--- src/hdl/julia_escape_time_pixel_macros.svh ---
// ----------------------------------------------------------------------------
// Julia escape-time pixel assertion macros
// Shared concurrent assertion wrappers, empty when built for synthesis.
// ----------------------------------------------------------------------------
`ifndef JULIA_ESCAPE_TIME_PIXEL_MACROS_SVH
`define JULIA_ESCAPE_TIME_PIXEL_MACROS_SVH
`ifndef SYNTHESIS
`define JET_ASSERT(lbl, prop, msg) \
  lbl: assert property (@(posedge clk_i) disable iff (!rst_ni) prop) else $error(msg);
`define JET_ASSERT_IMPLIES(lbl, ante, cons, msg) \
  lbl: assert property (@(posedge clk_i) disable iff (!rst_ni) (ante) |-> (cons)) \
    else $error(msg);
`else
`define JET_ASSERT(lbl, prop, msg)
`define JET_ASSERT_IMPLIES(lbl, ante, cons, msg)
`endif
`endif

--- src/hdl/jet_pkg.sv ---
// ----------------------------------------------------------------------------
// Julia escape-time pixel package
// Widths, fixed-point constants, register codes and the beat passed between
// iteration cells.
// ----------------------------------------------------------------------------
package jet_pkg;

  localparam int JetTileSize = 64;
  localparam int JetMaxIter  = 64;

  localparam int JetQW    = 21;
  localparam int JetFrac  = 16;
  localparam int JetCW    = 18;
  localparam int JetCntW  = 8;
  localparam int JetIdxW  = 6;
  localparam int JetOutW  = 7;

  localparam longint JetHalfQ = 98304;
  localparam longint JetFourQ = 262144;
  localparam longint JetQMax  = 1048575;
  localparam longint JetQMin  = -1048576;

  localparam logic signed [JetCW-1:0] JetCRealRst = -18'sd13107;
  localparam logic signed [JetCW-1:0] JetCImagRst = 18'sd26214;

  typedef logic signed [JetQW-1:0] coord_t;

  typedef enum logic [0:0] {
    CfgCReal = 1'b0,
    CfgCImag = 1'b1
  } jet_cfg_e;

  typedef struct packed {
    logic               valid;
    logic               done;
    logic [JetCntW-1:0] count;
    coord_t             x;
    coord_t             y;
  } jet_beat_t;

endpackage

--- src/hdl/jet_start_lut.sv ---
// ----------------------------------------------------------------------------
// Julia escape-time start coordinate table
// Maps a pixel index inside the tile to its saturated Q4.16 start value.
// ----------------------------------------------------------------------------
module jet_start_lut
  import jet_pkg::*;
#(
  parameter int TileSize = JetTileSize
) (
  input  logic [JetIdxW-1:0] idx_i,
  output coord_t             coord_o
);

  localparam int Entries = 1 << JetIdxW;

  coord_t lut [Entries];

  for (genvar g = 0; g < Entries; g++) begin : g_lut
    localparam longint Num = longint'(g) * 3 * (longint'(1) << JetFrac);
    localparam longint Raw = Num / TileSize - JetHalfQ;
    localparam longint Sat = (Raw > JetQMax) ? JetQMax : ((Raw < JetQMin) ? JetQMin : Raw);
    assign lut[g] = coord_t'(Sat);
  end

  assign coord_o = lut[idx_i];

endmodule

--- config.mk ---
export PLATFORM = sky130hd
export DESIGN_NAME = jet_start_lut
export DESIGN_NICKNAME = d
export VERILOG_FILES = /design/src/hdl/julia_escape_time_pixel_macros.svh /design/src/hdl/jet_pkg.sv /design/src/hdl/jet_start_lut.sv
export SDC_FILE = /design/constraint.sdc
export NUM_CORES = 1
export LEC_CHECK = 0
export BUFFER_PORTS_ARGS = -buffer_cell sky130_fd_sc_hd__buf_2
export CORE_AREA = 8 8 45 47
export DETAILED_ROUTE_END_ITERATION = 8
export DIE_AREA = 0 0 53 55
export PLACE_DENSITY_LB_ADDON = 0.2
export SLEW_MARGIN = 20
export SYNTH_ARGS = -nofsm -noshare
export SYNTH_HDL_FRONTEND = slang
export SYNTH_SLANG_ARGS = --single-unit
export TNS_END_PERCENT = 100
--- constraint.sdc ---
create_clock -name vclk -period 1
set_input_delay 0.1 -clock vclk [all_inputs]
set_output_delay 0.1 -clock vclk [all_outputs]
set_load 0.05 [all_outputs]
-- After elaboration in Yosys (flattened, before gate mapping)
Memories as Yosys holds them, arrays and structs flattened.
Index checks and enable logic that the tools add are counted.
- register bits after elaboration: 0
- memory bits (read-only): 1344
- bits of input ports: 6
- output and inout bits: 21
- logic and storage cells: 5
- memories: 1
- magnitude comparators: 1
- muxes and demuxes: 2
- bitwise gates (word level): 1
- memories (memory ; depth ; width ; read ports ; clocked after memory_dff ; wr ports ; RTL line ; source):
    (no name shown) ; 64 ; 21 ; 1 ; 0 ; 0 ; jet_start_lut.sv:25 ; assign coord_o = lut[idx_i];
- operators by type and width (kind ; number):
    $mux 21 ; 2
    $ge 7x7->1 const B ; 1
    $not 6->7 ; 1

-- Logic depth before layout (Yosys ltp)
- depth after elaboration: 4
- mapped depth: 4
- depth with buffers taken out: 4

-- Worst setup path after synthesis
No wires, ideal clock.
- path type: input port to output port
- start point: in idx_i[5]
- end point: out coord_o[16]
- data arrival time: 1.890 ns
- data required time: 0.900 ns
- path slack: -0.990 ns
- cell stages on the path: 3
- path buffers: 0
- cell sequence: inv_1 > o22ai_1 > a221oi_1
- longest elaborated chain between the ends: 4
- ends and longest elaborated chain (what ; RTL line ; source):
    start: declaration ; jet_start_lut.sv:10 ; input logic [JetIdxW-1:0] idx_i,
    $not 6->7 (not written as such) ; jet_start_lut.sv:25 ;
    $mem_v2 64x21 ; - ;
    $mux 21 (not written as such) (2 in a row) ; jet_start_lut.sv:25 ;
    end: declaration ; jet_start_lut.sv:11 ; output coord_t coord_o
No other way between the ends. The select of a mux whose other input is x is not followed.

-- Final worst setup path
- start point: in idx_i[1]
- end point: out coord_o[15]
The elaborated chain is that of the path after synthesis.

==> load_flow_metrics.sql <==
INSERT INTO impl_metrics (metric_group, metric, value, unit) VALUES
('power', 'power', '0.497', 'mW'),
('run', 'maxCapViolations', '0', ''),
('floorplanning', 'fp-row-count', '14', ''),
('drt', 'detail_route.vias_per_cell', '4.03', ''),
('timing', 'totalNegativeSetupSlack', '-0.418', 'ns'),
('cts', 'cts.hold.buffers_added', '0', ''),
('drt', 'postRouteAntennaNets', '0', ''),
('power', 'total_leakage_power', '0.315', 'nW'),
('drt', 'drc_errors', '0', ''),
('critical_path', 'cp_top_family', 'compound AO/OA/AOI/OAI gates', ''),
('floorplanning', 'full_die_area', '0.00292', 'mm2'),
('critical_path', 'worst_setup_path_start_kind', 'primary input', ''),
('drt', 'route.vias.total', '351', ''),
('layout', 'synth_to_layout_area_growth', '98.9', '%'),
('floorplanning', 'die_w', '53', 'um'),
('timing', 'grt_setup_unrepaired', 'true', ''),
('timing', 'final_hold_viols', '0', ''),
('layout', 'multi_input_area', '358', 'um2'),
('grt', 'aggregate_global_route_resource_usage', '0.0561', ''),
('layout', 'stdcell_area', '664', 'um2'),
('grt', 'grt_antenna_before_repair', '0', ''),
('layout', 'design.final.nets', '83', ''),
('layout', 'fin_cells', '87', ''),
('grt', 'via_count_of_the_first_global_routing_pass', '335', ''),
('timing', 'whs', '0.640', 'ns'),
('critical_path', 'critical-path-slowest-cell', 'a221o_1', ''),
('grt', 'grt_pass1_wl', '1380', 'um'),
('critical_path', 'end_kind', 'output port', ''),
('yosys', 'yosys.cell_types.count', '22', ''),
('grt', 'grt.overflow.total', '0', ''),
('timing', 'fmax', '824', 'MHz'),
('run_status', 'violations', 'negative setup slack', ''),
('floorplanning', 'ios', '27', ''),
('timing', 'period_needed', '1.21', 'ns'),
('drt', 'detail_route.wl_per_cell', '10.1', 'um'),
('critical_path', 'worst_setup_path_startpoint', 'idx_i[1]', ''),
('placement', 'detailedPlacementHpwl', '789', 'um'),
('layout', 'num_antenna_cells', '0', ''),
('layout', 'n_fill_cell', '145', ''),
('power', 'pwr_density_cell', '748', 'mW/mm2'),
('drt', 'drt_pre_antenna_iters', '1', ''),
('placement', 'placed_cell_count', '87', ''),
('placement', 'place_ws', '-0.369', 'ns'),
('timing', 'setup-violations-final', '4', ''),
('layout', 'area_taken_by_flip_flops_and_latches', '0', 'um2'),
('hold_path', 'timing.hold.worst.start', 'idx_i[0]', ''),
('placement', 'numPortBuffers', '17', ''),
('yosys', 'synthesis.yosys.warnings', '0', ''),
('layout', 'clock_buffer_count', '0', ''),
('drt', 'drt_wirelength', '878', 'um'),
('power', 'largest_vdd_supply_drop', '0.000301', 'V'),
('layout', 'nFlopsAndLatches', '0', ''),
('yosys', 'synth.cell_area', '334', 'um2'),
('floorplanning', 'chipHeight', '55', 'um'),
('timing', 'worst_slack', '-0.214', 'ns'),
('layout', 'drive_gt1_frac', '0.676', ''),
('critical_path', 'critPathKind', 'primary input to output port', ''),
('yosys', 'synth_sequential_area_ratio', '0', ''),
('layout', 'finalCoreUtilization', '0.480', ''),
('grt', 'grt_start_max_net_pins', '6', ''),
('placement', 'placedInstanceArea', '533', 'um2'),
('critical_path', 'timing.critical_path.buf_inv', '2', ''),
('floorplanning', 'initial_utilization', '0.241', ''),
('critical_path', 'worst-endpoint-required', '0.90', 'ns'),
('critical_path', 'worstPathMaxFanout', '4', ''),
('critical_path', 'arrival', '1.11', 'ns'),
('yosys', 'post_synth.cell_area_avg', '7.26', 'um2'),
('placement', 'gp_routability_congestion', '0.810', ''),
('drt', 'detail_route.iter0.violations', '0', ''),
('critical_path', 'cp_cell_sequence', 'buf_8 > ha_4 > or2_0 > a221o_1 > o21ai_2 > buf_6', ''),
('timing', 'slew_viol_final', '0', ''),
('run_status', 'status', 'complete, but fails checks', ''),
('floorplanning', 'design.core.area', '0.00138', 'mm2'),
('yosys', 'postSynthCellCount', '46', ''),
('timing', 'layout_worst_path_cycle_share', '1.21', ''),
('hold_path', 'holdCritPathClass', 'primary input to output port', ''),
('critical_path', 'crit_path_max_incr_delay', '0.31', 'ns');
synthesized netlist by cell type:
cell / count / area (um2)
inv_2: 1 / 3.75
o21ai_1: 1 / 5.00
a221oi_1: 1 / 8.76
conb_1: 1 / 3.75
buf_4: 14 / 105
inv_1: 5 / 18.8
a22oi_1: 1 / 7.51
ha_1: 4 / 50.1
nand2_1: 2 / 7.51
a221o_1: 1 / 10.0
or2_0: 1 / 6.26
a221oi_2: 1 / 15.0
o21ai_2: 1 / 8.76
mux2i_1: 2 / 20.0
o22ai_1: 1 / 6.26
nand2b_1: 1 / 6.26
nor2b_1: 1 / 6.26
nor2b_2: 1 / 8.76
a21o_1: 1 / 7.51
a21oi_1: 3 / 15.0
a211oi_1: 1 / 7.51
or2_1: 1 / 6.26
kinds of logic after synthesis:
family                   share of synthesized area
buffers and inverters                        0.382
AO/OA/AOI/OAI                                0.273
AND/OR/NAND/NOR                              0.124
adder cells (fa/ha/maj)                      0.150
multiplexers                                0.0599
other                                       0.0112
final cells by class:
type,instances,share of cell area
Multi-Input combinational cell,35,0.539
Inverter,6,0.0395
Tap cell,16,0.0301
Timing Repair Buffer,30,0.392
cell usage in the layout (no fill, tap or decap), drive strengths merged, types with 2 or more instances in the layout:
cell,netlist,routed
nand2,2,2
o21ai,2,2
a21oi,3,3
conb,1,10
inv,6,5
or2,2,2
nor2b,2,2
ha,4,4
a221oi,2,2
buf,14,30
mux2i,2,2
routing by layer:
layer  GRT usage  share of wire  up-vias  wire length (um)
li1            -              -      182                 -
met2       0.107           0.45       17               398
met3     0.00802           0.14        0               119
met4           0              0        0                 0
met1      0.0679           0.41      152               360
met5           0              0        -                 0
final timing paths:
check	end	slack, ns	depth (start not counted)
setup / recovery	coord_o[15]	-0.21	6
hold / removal	coord_o[10]	0.64	3
power by group:
group | switching [mW] | leakage [nW] | internal (mW)
clock network | 0 | 0 | 0
registers | 0 | 0 | 0
logic | 0.323 | 0.315 | 0.174
total | 0.323 | 0.315 | 0.174
repair_timing:
item,4_1_cts,5_1_grt
endpoints found under the setup margin,6,6
cloned,0,0
buffers inserted,0,1
pin swaps,6,2
resized for setup,25,7
No activity file was read; power rests on OpenSTA's default activity.
