### src/hdl/julia_escape_time_pixel_macros.svh
// ----------------------------------------------------------------------------
// Julia escape-time pixel assertion macros
// Shared concurrent assertion wrappers, empty when built for synthesis.
// ----------------------------------------------------------------------------
`ifndef JULIA_ESCAPE_TIME_PIXEL_MACROS_SVH
`define JULIA_ESCAPE_TIME_PIXEL_MACROS_SVH
`ifndef SYNTHESIS
`define JET_ASSERT(lbl, prop, msg) \
  lbl: assert property (@(posedge clk_i) disable iff (!rst_ni) prop) else $error(msg);
`define JET_ASSERT_IMPLIES(lbl, ante, cons, msg) \
  lbl: assert property (@(posedge clk_i) disable iff (!rst_ni) (ante) |-> (cons)) \
    else $error(msg);
`else
`define JET_ASSERT(lbl, prop, msg)
`define JET_ASSERT_IMPLIES(lbl, ante, cons, msg)
`endif
`endif

### src/hdl/jet_pkg.sv
// ----------------------------------------------------------------------------
// Julia escape-time pixel package
// Widths, fixed-point constants, register codes and the beat passed between
// iteration cells.
// ----------------------------------------------------------------------------
package jet_pkg;

  localparam int JetTileSize = 64;
  localparam int JetMaxIter  = 64;

  localparam int JetQW    = 21;
  localparam int JetFrac  = 16;
  localparam int JetCW    = 18;
  localparam int JetCntW  = 8;
  localparam int JetIdxW  = 6;
  localparam int JetOutW  = 7;

  localparam longint JetHalfQ = 98304;
  localparam longint JetFourQ = 262144;
  localparam longint JetQMax  = 1048575;
  localparam longint JetQMin  = -1048576;

  localparam logic signed [JetCW-1:0] JetCRealRst = -18'sd13107;
  localparam logic signed [JetCW-1:0] JetCImagRst = 18'sd26214;

  typedef logic signed [JetQW-1:0] coord_t;

  typedef enum logic [0:0] {
    CfgCReal = 1'b0,
    CfgCImag = 1'b1
  } jet_cfg_e;

  typedef struct packed {
    logic               valid;
    logic               done;
    logic [JetCntW-1:0] count;
    coord_t             x;
    coord_t             y;
  } jet_beat_t;

endpackage

### src/hdl/jet_cell.sv
// ----------------------------------------------------------------------------
// Julia escape-time iteration cell
// Tests a beat that is not yet done for escape and, if still bounded, applies z = z^2 + c once.
// ----------------------------------------------------------------------------
module jet_cell
  import jet_pkg::*;
(
  input  logic                    clk_i,
  input  logic                    rst_ni,
  input  logic                    en_i,
  input  logic signed [JetCW-1:0] c_real_i,
  input  logic signed [JetCW-1:0] c_imag_i,
  input  jet_beat_t               beat_i,
  output jet_beat_t               beat_o
);
`include "julia_escape_time_pixel_macros.svh"

  localparam int PW = 2 * JetQW;
  localparam int SW = PW - JetFrac;
  localparam int MW = SW + 1;

  logic signed [PW-1:0] xx, yy, xy;
  logic signed [SW-1:0] x2, y2;
  logic signed [MW-1:0] mag, nx_w, ny_w;
  logic                 escape;
  logic [JetCntW-1:0]   cnt_inc;
  logic                 done_in, step_in;
  jet_beat_t            beat_d, beat_q;

  always_comb begin
    xx      = beat_i.x * beat_i.x;
    yy      = beat_i.y * beat_i.y;
    xy      = beat_i.x * beat_i.y;
    x2      = xx[PW-1:JetFrac];
    y2      = yy[PW-1:JetFrac];
    mag     = MW'(x2) + MW'(y2);
    escape  = mag > MW'(JetFourQ);
    nx_w    = MW'(x2) - MW'(y2) + MW'(c_real_i);
    ny_w    = xy[PW-1:JetFrac-1] + MW'(c_imag_i);
    cnt_inc = beat_i.count + 1'b1;

    beat_d = beat_i;
    if (!beat_i.done) begin
      if (escape) begin
        beat_d.done = 1'b1;
      end else begin
        beat_d.count = cnt_inc;
        beat_d.x     = nx_w[JetQW-1:0];
        beat_d.y     = ny_w[JetQW-1:0];
      end
    end
  end

  always_ff @(posedge clk_i or negedge rst_ni) begin
    if (!rst_ni) begin
      beat_q <= '0;
    end else if (en_i) begin
      beat_q <= beat_d;
    end
  end

  assign beat_o = beat_q;

  assign done_in = en_i && beat_i.valid && beat_i.done;
  assign step_in = en_i && beat_i.valid && !beat_i.done && !escape;

  `JET_ASSERT(a_done_holds, done_in |=> beat_q == $past(beat_i), "Finished beat altered")
  `JET_ASSERT(a_step_counts, step_in |=> beat_q.count == $past(cnt_inc), "Step not counted")
  `JET_ASSERT(a_frozen, !en_i |=> $stable(beat_q), "Cell moved while frozen")

endmodule

### config.mk
export PLATFORM = sky130hd
export DESIGN_NAME = jet_cell
export DESIGN_NICKNAME = d
export VERILOG_FILES = /design/src/hdl/jet_pkg.sv /design/src/hdl/jet_cell.sv
export VERILOG_INCLUDE_DIRS = /design/src /design/src/hdl
export SDC_FILE = /design/constraint.sdc
export NUM_CORES = 2
export LEC_CHECK = 0
export BUFFER_PORTS_ARGS = -buffer_cell sky130_fd_sc_hd__buf_2
export CAP_MARGIN = 20
export CORE_MARGIN = 5
export CORE_UTILIZATION = 40
export DETAILED_ROUTE_END_ITERATION = 16
export SLEW_MARGIN = 20
export SYNTH_ARGS = -nofsm -noshare
export SYNTH_HDL_FRONTEND = slang
export SYNTH_SLANG_ARGS = --single-unit
### constraint.sdc
create_clock -name clk_i -period 1.3 [get_ports clk_i]
set_input_delay 0.26 -clock clk_i [delete_from_list [all_inputs] [get_ports clk_i]]
set_output_delay 0.26 -clock clk_i [all_outputs]
set_load 0.05 [all_outputs]
Word level (Yosys, flattened, before mapping)
Index checks and enable logic that the tools add are counted.

Memory bits (writable): 0. Input port bits: 91. Memory bits (read-only): 0. Output and inout port bits: 52. Memories kept: 0. Bits in latches: 0. Word-level logic and storage cells: 17. Register bits: 52.

Add/subtract/negate cells: 5. $mul: 3. Reductions and logical operators: 0. Magnitude comparators: 1. Bitwise operators: 0. Multiplexer cells: 3. Eq/ne operators: 0. Shift-type cells: 0. Divide/modulo/power cells: 0.

Operator list (number): $mul A21 B21 Y42 (2); $mux W51 (1); $mux W50 (1); $mul A21 B21 Y36 (1); $add A26 B26 Y27 (1); $gt A27 B20 Y1 const B (1); $add A21 B18 Y21 (1); $add A21 B21 Y21 (1); $sub A21 B21 Y21 (1); $add A8 B1 Y8 const B (1); $mux W1 (1).

Longest topological paths before layout
Depth after elaboration: 5. Depth in mapped cells: 47.

Worst setup path before layout
OpenSTA, ideal clock, no wires.

Path type: input-to-reg. From: input beat_i[5] (netlist bit). To: register beat_q (netlist bit beat_o[49]). Path buffers: 3. Setup slack: -8.960 ns. Required time: 1.213 ns. Arrival time: 10.173 ns. Stages on the path: 44. Library setup time: 0.087 ns. Path through: clkbuf_1 clkbuf_1 nand2_1 fa_1 inv_1 fa_1 inv_1 fa_1 inv_1 fa_1 inv_1 fa_1 inv_1 fa_1 inv_1 fa_1 inv_1 ha_1 [8 not listed] o21a_1 o21a_1 nor2_1 xnor2_1 ha_1 and2_1 a22o_1 o31ai_1 nand2b_1 a2111oi_2 nor3b_1 xor2_1 or4_1 a22oi_2 nand4_2 buf_6 a2111o_1 o211ai_1.

Longest elaborated chain between the ends: 5.

Ends and longest elaborated chain: start, declared (RTL line jet_cell.sv:13) `input jet_beat_t beat_i,`; $mul A21 B21 Y42 (RTL line jet_cell.sv:32) `yy = beat_i.y * beat_i.y;`; $add A26 B26 Y27 (RTL line jet_cell.sv:36) `mag = MW'(x2) + MW'(y2);`; $gt A27 B20 Y1 (RTL line jet_cell.sv:37) `escape = mag > MW'(JetFourQ);`; $mux W50 (RTL line jet_cell.sv:44) `if (escape) begin`; $mux W51 (RTL line jet_cell.sv:43) `if (!beat_i.done) begin`; end signal, assigned (RTL line jet_cell.sv:58) `beat_q <= beat_d;`; end, declared (RTL line jet_cell.sv:28) `jet_beat_t beat_d, beat_q;`.

No other way between the ends. A chain may end at the register's enable or synchronous reset.

Worst setup path in the final report
From: input beat_i[8] (netlist bit). To: register beat_q (netlist bit beat_o[9]).

Longest elaborated chain between the ends: 5.

Ends and longest elaborated chain (RTL line): $mul A21 B21 Y42 (jet_cell.sv:32); $add A26 B26 Y27 (jet_cell.sv:36); $gt A27 B20 Y1 (jet_cell.sv:37); $mux W50 (*) (jet_cell.sv:44); $mux W51 (*) (jet_cell.sv:43).

Mark *: on every way between the ends. The rest lies on a longest branch, timed or not.

==> results_dict.tcl <==
set metrics [dict create \
    core_sq_um 122000 \
    grtUsageTotal_pct 23.3 \
    dieArea_sq_um 130000 \
    cp.required_ns 1.52 \
    drc_errors 0 \
    layout_commonest_cell "inv_1" \
    rows 128 \
    setup_viol 53 \
    io_pins 143 \
    worstMarginPinSlew_ns 0.508 \
    max_freq_mhz 101 \
    grt_setup_unrepaired "true" \
    maxCapViolCount 0 \
    viasPerCell 4.91 \
    reg2reg_depth 3 \
    fin_crit_ns 9.90 \
    dpl.hpwl_microns 129000 \
    antenna_found_initial 10 \
    critPathMaxFanout 8 \
    n_fill_cell 11300 \
    grt_pass1_vias 42900 \
    whs_path_depth 3 \
    fin_ws_ns -8.60 \
    drv_slew 0 \
    layout-drive-gt1-share_pct 24.3 \
    root_buffer "clkbuf_16" \
    cp_data_arrival_time_ns 10.12 \
    ys_warn_count 0 \
    synth_nets 7171 \
    syn_inst 5413 \
    die_w_microns 360 \
    async_flop_share_pct 100 \
    post-route-util_pct 50.5 \
    cts.sinks 52 \
    fin_nets 8184 \
    cp_slowest_cell "fa_2" \
    synth_area_sq_um 49000 \
    h-tree-depth 2 \
    clk_latency_ns 0.33 \
    max-slew-margin-rel_pct 65.9 \
    cts_buffers 5 \
    hold_class "in -> reg" \
    yosys_most_used_dff "dfrtp_1" \
    placed_cells_incl_taps 7950 \
    start_util_pct 40.3 \
    fp.dieH_microns 360 \
    postSynthAreaPerCell_sq_um 9.05 \
    area_growth_syn_to_layout_pct 25.6 \
    wl_microns 148000 \
    finalHoldViolations 0 \
    critPathKind "in -> reg" \
    final_cell_mix "1491 x inv_1, 1216 x fa_1, 1047 x buf_4" \
    grt_overflow 0 \
    seq_area_sq_um 1330 \
    synth-edff-count 0 \
    fin_setup_tns_ns -434.85 \
    end_kind "flop" \
    ys_seq_elements 52 \
    multiInputGateArea_sq_um 42300 \
    drt_iter0_drc 2375 \
    violations "negative setup slack" \
    io_buffers 142 \
    stdcell_count 8054 \
    gp_congestion 0.911 \
    num_vias 39500 \
    yosysSeqAreaShare_pct 2.66 \
    status "finished, violations left" \
    cts.clk_slew.worst_paths_ns 0.08 \
    grt_max_degree 53 \
    period_share_pct 762 \
    startpoint_type "input port" \
    ant_nets 0 \
    yosysUniqueCellTypes 92 \
    grt_pass1_wl_microns 237000 \
    wl_per_cell_microns 18.4 \
    first_pass_iters 5 \
    fin_worst_skew_ns 0 \
    cts_tree "yes" \
    clockBufferDepth 2 \
    max_stage_delay_ns 0.60 \
    largest_register_ffs 52 \
]
[metrics by stage]
stage,area (sq um),hold WS [ns],setup WS (ns)
CTS,60700,0.193,-8.48
global route,61500,0.221,-8.96
finish,61500,0.201,-8.60
floorplan,49600,-0.0356,-8.41
global placement,58900,0.282,-9.21
detailed placement,58900,0.286,-9.33
[final timing paths]
path	start	to	slack (ns)
worst min-delay path	beat_i[49]	beat_o[49]	0.20
max in group asynchronous	rst_ni	beat_o[31]	0.52
min in group asynchronous	rst_ni	beat_o[23]	0.47
worst max-delay path	beat_i[8]	beat_o[9]	-8.60
worst min register to register	beat_o[10]	beat_o[10]	0.53
worst max register to register	beat_o[48]	beat_o[48]	0.18
[Yosys cell counts (4+ instances only)]
| master | n | area share [%] |
|---|---|---|
| inv_1 | 1523 | 12 |
| fa_1 | 1251 | 51 |
| nand2_1 | 611 | 4.7 |
| ha_1 | 416 | 11 |
| and2_1 | 233 | 3.0 |
| nor2_1 | 205 | 1.6 |
| clkbuf_1 | 194 | 1.5 |
| xnor2_1 | 118 | 2.1 |
| a21oi_1 | 95 | 0.97 |
| nand3_1 | 64 | 0.65 |
| dfrtp_1 | 52 | 2.7 |
| xor2_1 | 52 | 0.93 |
| nor3_1 | 51 | 0.52 |
| a21o_1 | 48 | 0.74 |
| nor2b_1 | 46 | 0.59 |
| a31oi_1 | 42 | 0.54 |
| o21ai_0 | 42 | 0.43 |
| o21a_1 | 37 | 0.57 |
| o21ai_1 | 37 | 0.38 |
| nand2b_1 | 29 | 0.37 |
| or3_1 | 17 | 0.22 |
| a211oi_1 | 16 | 0.25 |
| o211ai_1 | 13 | 0.20 |
| and3_1 | 12 | 0.15 |
| o21bai_1 | 12 | 0.18 |
| o31ai_1 | 12 | 0.18 |
| a221o_1 | 9 | 0.18 |
| nand4_1 | 9 | 0.11 |
| buf_1 | 8 | 0.061 |
| clkinv_1 | 8 | 0.061 |
| a211o_1 | 7 | 0.13 |
| a31o_2 | 7 | 0.13 |
| buf_2 | 7 | 0.071 |
| or2_2 | 7 | 0.089 |
| and4_1 | 6 | 0.11 |
| mux2_2 | 6 | 0.14 |
| nand3b_1 | 6 | 0.092 |
| nor3b_1 | 6 | 0.092 |
| or4_1 | 6 | 0.092 |
| a2111oi_0 | 5 | 0.089 |
| mux2i_1 | 5 | 0.10 |
| a2111oi_2 | 4 | 0.12 |
| a21boi_0 | 4 | 0.061 |
| buf_6 | 4 | 0.092 |
[timing repair]
item / 4_1_cts / 5_1_grt
cloned: 7 / 1
resized for setup: 281 / 165
hold buffers: 1 / 0
endpoints found under the setup margin: 91 / 60
hold endpoints to repair: 52 / 0
pin swaps: 106 / 114
buffers inserted: 55 / 35
[worst max-delay path, delay by kind of cell]
kind	cells	cell delay, ns
buffers and inverters	15	1.73
AO/OA/AOI/OAI	11	2.14
XOR/XNOR	1	0.14
AND/OR/NAND/NOR	9	1.60
adder cells (fa/ha/maj)	9	4.24
[cell type report]
type,instances,share of cell area (%)
inverter,1534,9.39
clock buffer,7,0.232
sequential,52,2.16
clock inverter,1,0.0122
tap,1625,3.30
multi-input combinational,3613,68.7
antenna,2,0.00813
timing repair buffer,1220,16.2
[layer usage]
layer | routed length, microns | track usage (%) | part of all wire [%] | vias to the layer above
li1 | - | - | - | 17900
met1 | 61600 | 31.4 | 42 | 20300
met2 | 72500 | 40.0 | 49 | 1115
met3 | 10000 | 3.45 | 6.8 | 180
met4 | 3990 | 5.29 | 2.7 | 6
met5 | 32 | 0 | 0.022 | -
[cells by family after synthesis]
kind of cell / synth area share, %
xor gates and xnor gates: 3.04
and+or+nand+nor: 12.7
DFF: 2.66
AOI/OAI and AO/OA: 6.20
muxes: 0.240
buffers and inverters: 13.5
adders and majority gates: 61.7
Power is not shown: default switching activity piles up to over one toggle a cycle in this logic, so the estimate is an artifact.
